File: config.mk
export PLATFORM = sky130hd
export DESIGN_NAME = plc_cell
export DESIGN_NICKNAME = d
export VERILOG_FILES = /design/src/hdl/positional_list_store_assert.svh /design/src/hdl/plc_pkg.sv /design/src/hdl/plc_cell.sv
export SDC_FILE = /design/constraint.sdc
export NUM_CORES = 1
export LEC_CHECK = 0
export BUFFER_PORTS_ARGS = -buffer_cell sky130_fd_sc_hd__buf_2
export CAP_MARGIN = 30
export CORE_MARGIN = 5
export CORE_UTILIZATION = 40
export CTS_CLUSTER_SIZE = 28
export DETAILED_ROUTE_END_ITERATION = 6
export PLACE_DENSITY = 0.82
export SETUP_SLACK_MARGIN = 0.5
export SLEW_MARGIN = 20
export SYNTH_ARGS = -nofsm -noshare
export SYNTH_HDL_FRONTEND = slang
export SYNTH_SLANG_ARGS = --single-unit
File: constraint.sdc
create_clock -name clk -period 2.3 [get_ports clk]
set_input_delay 0.23 -clock clk [delete_from_list [all_inputs] [get_ports clk]]
set_output_delay 0.23 -clock clk [all_outputs]
set_load 0.01 [all_outputs]
File: src/hdl/positional_list_store_assert.svh
// Assertion macros for the positional list store.
// Depends on nothing; included by the top level, which checks its own logic.
`ifndef POSITIONAL_LIST_STORE_ASSERT_SVH
`define POSITIONAL_LIST_STORE_ASSERT_SVH
`ifndef SYNTH
`define PLS_ASSERT(lbl, clk, rst, prop) \
  lbl: assert property (@(posedge clk) disable iff (rst) prop) \
    else $error("positional_list_store: check failed");
`define PLS_ASSERT_NEXT(lbl, clk, rst, cond, prop) \
  lbl: assert property (@(posedge clk) disable iff (rst) (cond) |=> (prop)) \
    else $error("positional_list_store: sequence check failed");
`else
`define PLS_ASSERT(lbl, clk, rst, prop)
`define PLS_ASSERT_NEXT(lbl, clk, rst, cond, prop)
`endif
`endif

File: src/hdl/plc_pkg.sv
// Shared types and constants of the positional list store.
// Used by the cell, the read gather tree and the top level.
package plc_pkg;

  localparam int CAPACITY = 64;
  localparam int DATA_W   = 32;
  localparam int OP_W     = 3;
  localparam int POS_W    = 7;
  localparam int COUNT_W  = 7;
  localparam int LEN_W    = $clog2(CAPACITY + 1);
  localparam int CMP_W    = (LEN_W > POS_W) ? LEN_W : POS_W;
  localparam int GRP      = 8;
  localparam int NGRP     = (CAPACITY + GRP - 1) / GRP;

  typedef enum logic [OP_W-1:0] {
    OP_READ      = 3'd0,
    OP_INS_FRONT = 3'd1,
    OP_APPEND    = 3'd2,
    OP_INS_AT    = 3'd3,
    OP_DELETE    = 3'd4
  } op_t;

  typedef enum logic [1:0] {
    ST_IDLE,
    ST_EXEC,
    ST_DONE
  } state_t;

  typedef struct packed {
    logic             ins;
    logic             del;
    logic [CMP_W-1:0] pos;
  } cell_ctrl_t;

endpackage

File: src/hdl/plc_cell.sv
// One slot of the list: holds an entry and shifts with its neighbors.
// Depends on plc_pkg for widths and the control struct.
module plc_cell (
  input  logic                        clk,
  input  plc_pkg::cell_ctrl_t         ctrl,
  input  logic [plc_pkg::CMP_W-1:0]   index,
  input  logic [plc_pkg::CMP_W-1:0]   read_pos,
  input  logic [plc_pkg::DATA_W-1:0]  ins_value,
  input  logic [plc_pkg::DATA_W-1:0]  left,
  input  logic [plc_pkg::DATA_W-1:0]  right,
  output logic [plc_pkg::DATA_W-1:0]  data,
  output logic [plc_pkg::DATA_W-1:0]  sel_data
);
  import plc_pkg::*;

  logic [DATA_W-1:0] data_next;

  always_comb begin
    data_next = data;
    if (ctrl.ins) begin
      if (index > ctrl.pos) begin
        data_next = left;
      end else if (index == ctrl.pos) begin
        data_next = ins_value;
      end
    end else if (ctrl.del && index >= ctrl.pos) begin
      data_next = right;
    end
  end

  always_ff @(posedge clk) begin
    data <= data_next;
  end

  assign sel_data = (index == read_pos) ? data : '0;

endmodule

After elaboration in Yosys (flattened, before gate mapping)
Index checks and enable logic that the tools add are counted.

word-level totals
  output and inout port bits = 64
  input port bits = 120
  bits in registers = 32

operators by class
  eq/ne operators = 3
  order comparisons = 2
  mux-type cells = 5
  reduce and logical (&&, ||, !) cells = 3

operators with widths
  operator                                                          count
  32-bit 2-to-1 mux                                                 5
  7-bit == test                                                     2
  7-bit greater-or-equal comparator                                 1
  7-bit greater-than comparator                                     1
  3-bit by 1-bit != test with 1-bit output (second input constant)  1
  2-bit AND reduction                                               1
  2-bit nonzero test                                                1
  1-bit logical AND                                                 1

Logic depth before layout (Yosys ltp)
Gate-level depths: netlist of run 1.

  depth after elaboration = 4
  mapped depth = 8

Worst setup path before layout of run 1
Ideal clock, no wire load.

  path kind = in2reg
  start point = in ctrl[2] (netlist bit)
  end point = reg data[0] (netlist bit), enable pin
  setup time = 391 ps
  path slack = -182 ps
  path buffers = 2
  cell stages on the path = 8
  data arrival time = 2091 ps
  cells stage by stage = inv_1 > ha_1 > a21o_1 > clkbuf_1 > clkbuf_1 > nor3_1 > nor2_1 > o22a_1

on the way
  longest elaborated chain between the ends = 4
  elaborated cells between the ends (all ways) = 7
  classes of those cells = order compare (2); eq/ne (2); reduce/logical (3)

RTL lines
  item                               line            RTL
  start, declared                    plc_cell.sv:5   input plc_pkg::cell_ctrl_t ctrl,
  7-bit greater-or-equal comparator  plc_cell.sv:26  end else if (ctrl.del && index >= ctrl.pos) begin
  1-bit logical AND                  plc_cell.sv:26
  2-bit nonzero test (no line)       -
  2-bit AND reduction (no line) *    -
  end signal, assigned               plc_cell.sv:32  data <= data_next;
  end, declared                      plc_cell.sv:11  output logic [plc_pkg::DATA_W-1:0] data,

Every way passes the cells marked *; elsewhere a longest branch is shown, timed or not.
A chain may end at the register's enable or synchronous reset.

Worst setup path after layout of run 1
  start point = in index[6] (netlist bit)
  end point = reg data[8] (netlist bit) (data pin)

on the way
  longest elaborated chain between the ends = 3

RTL lines
  item                           line            RTL
  start, declared                plc_cell.sv:6   input logic [plc_pkg::CMP_W-1:0] index,
  7-bit greater-than comparator  plc_cell.sv:21  if (index > ctrl.pos) begin
  32-bit 2-to-1 mux              plc_cell.sv:21
  32-bit 2-to-1 mux              plc_cell.sv:20  if (ctrl.ins) begin
  via data_next[8]               plc_cell.sv:16  logic [DATA_W-1:0] data_next;

The timed path passes the listed nets, and every way through them passes these cells.

==> impl_results.md, run 1 <==
- MaxCap Viol Count: 0
- HPWL after DPL: 8.61 mm
- M1 wire length: ~4.4 mm
- Global-route wire length before repair: 18.4 mm
- Mapped Cells: 363
- Pwr/cell area: 490 nW/um2
- Vias in the first global route: between 3k and 4k
- Maximum clock rate: 0.580 GHz
- WP buf/inv: 2
- Static leakage: ~2 nW
- Final setup violating endpoints: 0
- Setup TNS: 0 ns
- Top reg by flops: data
- Via Count: 3643
- Synth cell types: 29
- I/O pins: 184
- Startpoint types: input pin
- Worst setup EP type: register
- Final period util: about 75%
- Hold path start: right[15]
- WP data arrival: between 1.5 and 2 ns
- Post-synth net total: slightly below 500
- Number of flops mapped to enable cells by yosys: 32
- CP Data Required Time: about 2.3 ns
- Max FO, Critical Path: 17
- Mean Syn Cell Area: ~8.5 um2
- Most used DFF post-synth: edfxtp_1
- Share of cells above drive strength 1: around two fifths
- Min Tclk post-route: 1.72 ns
- Hold Buf Count CTS: 0
- Max FFs per register: 32
- Most frequent cells in the layout: 183 x buf_2, 33 x nand2_1, 33 x nor2_1
- Global route total overflow: 0
- Core ar.: 7650 um2
- Sequential share of the synthesized area: between 30% and 40%
- CTS buffer count: 5
- Rel. slew slack: a little under two thirds
- Unrepaired setup endpoints after global routing: true
- Crit path largest cell delay: 0.34 ns
- Met2 WL: slightly below 6 mm
- Clk slew on worst S/H paths: ~0.070 ns
- Buffers added on ports: ~180
- Wire length per cell: about 18 um
- Hold Path Class: input pin to register
- Status: finished clean
- Final GP Congestion: about 0.8
- # H-tree levels: 2
- Critical path's top delay family: buffers and inverters
- Number of diodes: 0
- Gr usage total: around 23%
- CP Cell Sequence: buf_2 > ha_1 > nand2_1 > o21ai_4 > buf_4 > mux2i_1 > a41oi_1
- Kind of critical path: input pin to register
- TritonRoute pass-1 iters: 5
- Max-slew violations: 0
- Clk buf depth: 2
- CTS sink cnt: 32
- Top layer in use: met4
- Most common cell after layout, fill and taps aside: buf_2
- CTS tree: done
- Die height: between 90 and 100 um
- Slowest cell on crit path: buf_4
- Final Hold Fails: 0
- Final WL: approximately 12 mm
- Met3 wire len: ~1.2 mm
- Mapped Area: just over 3000 um2
- Vias per std cell: roughly 5.7
- DRC: 0
- Starting density of the core: between 40 and 50%
- Rows: 32
- Die width: just under 100 um
- Largest regs: data: 32 flops
- Initial drt markers: 219
- Yosys warns: 0
- Worst path depth: 7
- Layout area overhead: 41.0%
- Register bit total from synthesis: 32
- FFs w/ async S/R, synth: 0%
- Die ar.: roughly 9600 um2
- Hold Crit Depth: 3
- Least-Margin Pin Slew: around 0.54 ns
- Hold_ws: between 0.3 and 0.4 ns
- Initial antenna violation count: 0
- Total Nets Final: about 670
- Peak supply drop: 0.000214 V
- Hold EP: data[15]
- FILL cells: about 710
- Largest net degree at the start of global routing: approximately 40
- Final ANT Viol Nets: 0
- Clock Tree Root: clkbuf_8
[cell usage after synthesis (all sizes together), types with 3 or more instances]
library cell / instances / area [um2]
nor2: 34 / 128
nand2: 33 / 124
o21ai: 33 / 176
a21boi: 32 / 240
a41oi: 32 / 280
and2: 32 / 200
edfxtp: 32 / 961
mux2i: 32 / 320
nor3b: 32 / 240
clkbuf: 30 / 116
ha: 7 / 87.6
inv: 7 / 26.3
buf: 6 / 35.0
xnor2: 4 / 35.0
xor2: 3 / 26.3
[worst max path at each step]
stage | from | to | slack (ns)
after floorplan | ctrl[1] | data[0] | 0.50
after detailed placement | index[6] | data[8] | 0.29
after CTS | read_pos[4] | sel_data[27] | 0.53
final | index[6] | data[8] | 0.58
after global placement | ctrl[6] | data[16] | 0.39
after global routing | index[0] | sel_data[13] | 0.46
[cells by family after synthesis]
family	share of synthesized area, %
AOI/OAI and AO/OA	24.0
and+or+nand+nor	24.0
DFF	31.0
adders and majority gates	2.83
muxes	10.3
buffers and inverters	5.74
xor gates and xnor gates	1.98
[layout make-up]
class | count | area (um2) | share of cell area (%)
clock buffer | 6 | 72.6 | 1.66
sequential | 32 | 961 | 22.0
multi-input combinational | 288 | 2010 | 46.0
inverter | 7 | 26.3 | 0.602
tap | 102 | 128 | 2.92
timing repair buffer | 206 | 1130 | 26.0
clock inverter | 2 | 35.0 | 0.803
[metrics by stage]
step	area (um2)	cells	power [mW]	worst slack, ns	utilization (%)
floorplan	3150	363	1.25	0.502	-
global placement	4210	632	1.57	0.390	55.1
detailed placement	4210	632	1.60	0.294	55.1
CTS	4320	640	2.15	0.527	56.5
global route	4360	643	2.26	0.464	57.1
finish	4360	643	2.14	0.576	57.1
[power breakdown]
part | leakage (nW) | internal, mW | total, mW | switching (mW)
Sequential | 0.310 | 0.764 | 0.810 | 0.0454
Clock | 0.0552 | 0.322 | 0.543 | 0.222
Combinational | 1.61 | 0.353 | 0.783 | 0.431
Total | 1.98 | 1.44 | 2.14 | 0.698
[layer usage]
layer	track usage (%)	vias to the layer above
met5	0	-
met2	42.4	226
li1	-	1687
met1	26.5	1715
met4	6.82	0
met3	5.29	15
[timing repair]
action                                  CTS  global route
buffers inserted                          0             1
gates resized for setup                   1             7
cloned                                    0             2
endpoints found under the setup margin   28            34
No activity file was read; power rests on OpenSTA's default activity.
==> run 2: changes to the inputs <==
CORE_UTILIZATION = 45   (was 40)
PLACE_DENSITY = 0.87   (was 0.82)
clock period = 1.8 ns   (was 2.3 ns; I/O delays follow)
==> run 2 against run 1 <==
  * The run now ends with DRC, setup timing left
  * Cell count is 3.0% higher
  * Worst hold slack worse by 0.060 ns
  * Via count increased by 28%
  * Worst setup slack worse by 0.62 ns
  * Non-clock buffer count up 42
  * Sequential cell count unchanged
  * Global-route usage increased by 10 points
  * Clock power increased by 6.3%
  * Sequential share of layout area shrank 6.6 points
  * Count of clock-buffer cells in the layout did not move
==> impl_results.md, run 2 (synthesized netlist as in run 1, its figures left out) <==
- Internal: 2.12 mW (+47%)
- Hold Path Class: input pin to register
- Global route total overflow: 0 (unchanged)
- Max-slew violations: 0 (unchanged)
- Max FO, Critical Path: 7 (-10)
- Pwr/cell area: 550 nW/um2 (+12%)
- Met3 wire len: 2.46 mm (+100%)
- CTS tree: done
- Final Non-Filler Cells: 662 (+3.0%)
- Min Tclk post-route: roughly 1.8 ns
- Most frequent cells in the layout: 150 x buf_2, 49 x buf_6, 33 x nor2_1
- Maximum clock rate: around 0.54 GHz
- DRC: 3 (+3)
- Least-Margin Pin Slew: 0.518 ns (-0.0255 ns)
- Gr usage total: 33.2% (+10 points)
- Sequential Power Share: 31.0% (-6.9 points)
- TritonRoute pass-1 iters: 7 (+2)
- Die ar.: 8640 um2 (-10%)
- Sw Share: 38.3% (+5.7 points)
- Final instance area: 6250 um2 (+43%)
- Final Hold Fails: 0 (unchanged)
- Final GP Congestion: 0.914 (+13%)
- Global-route wire length before repair: 22.4 mm (+22%)
- Status: finished with violations
- Startpoint types: input pin
- Most common cell after layout, fill and taps aside: buf_2
- Vias in the first global route: 4235 (+9.9%)
- Final ANT Viol Nets: 0 (unchanged)
- M1 wire length: 6.18 mm (+41%)
- Failing checks: DRC, setup timing
- Largest net degree at the start of global routing: 27 (-34%)
- Clk slew on worst S/H paths: 0.07 ns (about the same)
- Vias per std cell: 7.05 (+24%)
- CTS sink cnt: 32 (unchanged)
- Clock Tree Root: clkbuf_8
- HPWL after DPL: 8.71 mm (+1.2%)
- CTS buffer count: 5 (unchanged)
- Final setup violating endpoints: 1 (+1)
- Total Nets Final: 709 (+6.3%)
- MaxCap Viol Count: 0 (unchanged)
- Hold_ws: 0.254 ns (-0.0601 ns)
- Met2 WL: 9.29 mm (+57%)
- Worst Setup Slack post-DPL: -0.0222 ns (-0.316 ns)
- Wire length per cell: 29.5 um (+63%)
- Top reg by flops: data
- Share of cells above drive strength 1: 68.0% (+27 points)
- Area post-placement: 4360 um2 (+3.7%)
- Core Util, Final: 92.5% (+35 points)
- Initial drt markers: 508 (+130%)
- Top layer in use: met4
- Number of diodes: 0 (unchanged)
- Dpl cells: 614 (-2.8%)
- Peak supply drop: 0.000443 V (+110%)
- Static leakage: 2.67 nW (+35%)
- Largest regs: data: 32 flops
- Max FFs per register: 32 (unchanged)
- Rows: 30 (-6.3%)
- Worst Setup Slack, final: -0.0422 ns (-0.619 ns)
- CP Data Required Time: 1.90 ns (-0.41 ns)
- Layout area overhead: 102%
- Via Count: 4664 (+28%)
- Total power: 3.44 mW (+61%)
- WP data arrival: 1.94 ns (+0.21 ns)
- Kind of critical path: input pin to register
- Clk buf depth: 2 (unchanged)
- Final period util: 102%
- Starting density of the core: 45.8% (+5.3 points)
- Final WL: 19.6 mm (+68%)
- Core ar.: 6760 um2 (-12%)
- Worst setup EP type: register
- Die width: 92.9 um (-5.1%)
- Clock power share: 16.8% (-8.6 points)
- Initial antenna violation count: 0 (unchanged)
- Die height: 92.9 um (-5.1%)
- I/O pins: 184 (unchanged)
- Part of the power in combinational logic: 52.2% (+15 points)
- Unrepaired setup endpoints after global routing: true
- Sw Pwr: 1.32 mW (+89%)
- Buffers added on ports: 183 (unchanged)
- Rel. slew slack: 65.5% (+1.7 points)
- # H-tree levels: 2 (unchanged)
- Setup TNS: -0.0422 ns (-0.0422 ns)
-- run 2: cell types whose count changed in the layout (fill, tap and decap cells not counted), moves of 23 or more --
| cell | before | now |
|---|---|---|
| a41oi_2 | 0 | 27 |
| buf_6 | 2 | 49 |
| buf_2 | 183 | 150 |
| nand2_1 | 33 | 10 |
| a41oi_1 | 32 | 5 |
-- run 2: repair_timing --
| action | CTS | global route |
|---|---|---|
| gates resized for setup | 151 | 150 |
| endpoints found under the setup margin | 96 | 96 |
| setup buffers | 14 | 7 |
| pin swaps | 59 | 40 |
| hold buffers | 0 | 0 |
| cloned | 15 | 5 |
-- run 2: per-layer routing --
layer	vias up	GRT usage [%]
met1	2141	39.4
met2	564	56.3
met4	0	16.8
li1	1797	-
met3	162	6.99
met5	-	0
-- run 2: worst paths after layout --
path	depth (start not counted)	start	end
worst max-delay path	9	ctrl[6]	data[31]
worst min-delay path	3	right[27]	data[27]
-- run 2: critical path, stage by stage --
cell	delay (ns)
buf_8	0.08
inv_4	0.03
ha_4	0.31
nand4_1	0.20
buf_4	0.22
nor2_4	0.23
buf_6	0.18
o21ai_0	0.17
a41oi_1	0.33
-- run 2: power groups by stage --
stage / Clock [mW] / Combinational, mW / Sequential (mW)
2_1_floorplan: 0 / 0.525 / 1.10
3_3_place_gp: 0 / 1.02 / 1.05
3_5_place_dp: 0 / 1.06 / 1.06
4_1_cts: 0.531 / 1.41 / 1.04
5_1_grt: 0.597 / 1.84 / 1.07
6_report: 0.577 / 1.79 / 1.07
-- run 2: cell type report --
class                           instances  area [um2]
Inverter                                7        43.8
Clock buffer                            6        72.6
Timing Repair Buffer                  248        2260
Clock inverter                          1        5.00
Tap cell                               80         100
Sequential cell                        32         961
Fill cell                             222         505
Multi-Input combinational cell        288        2810
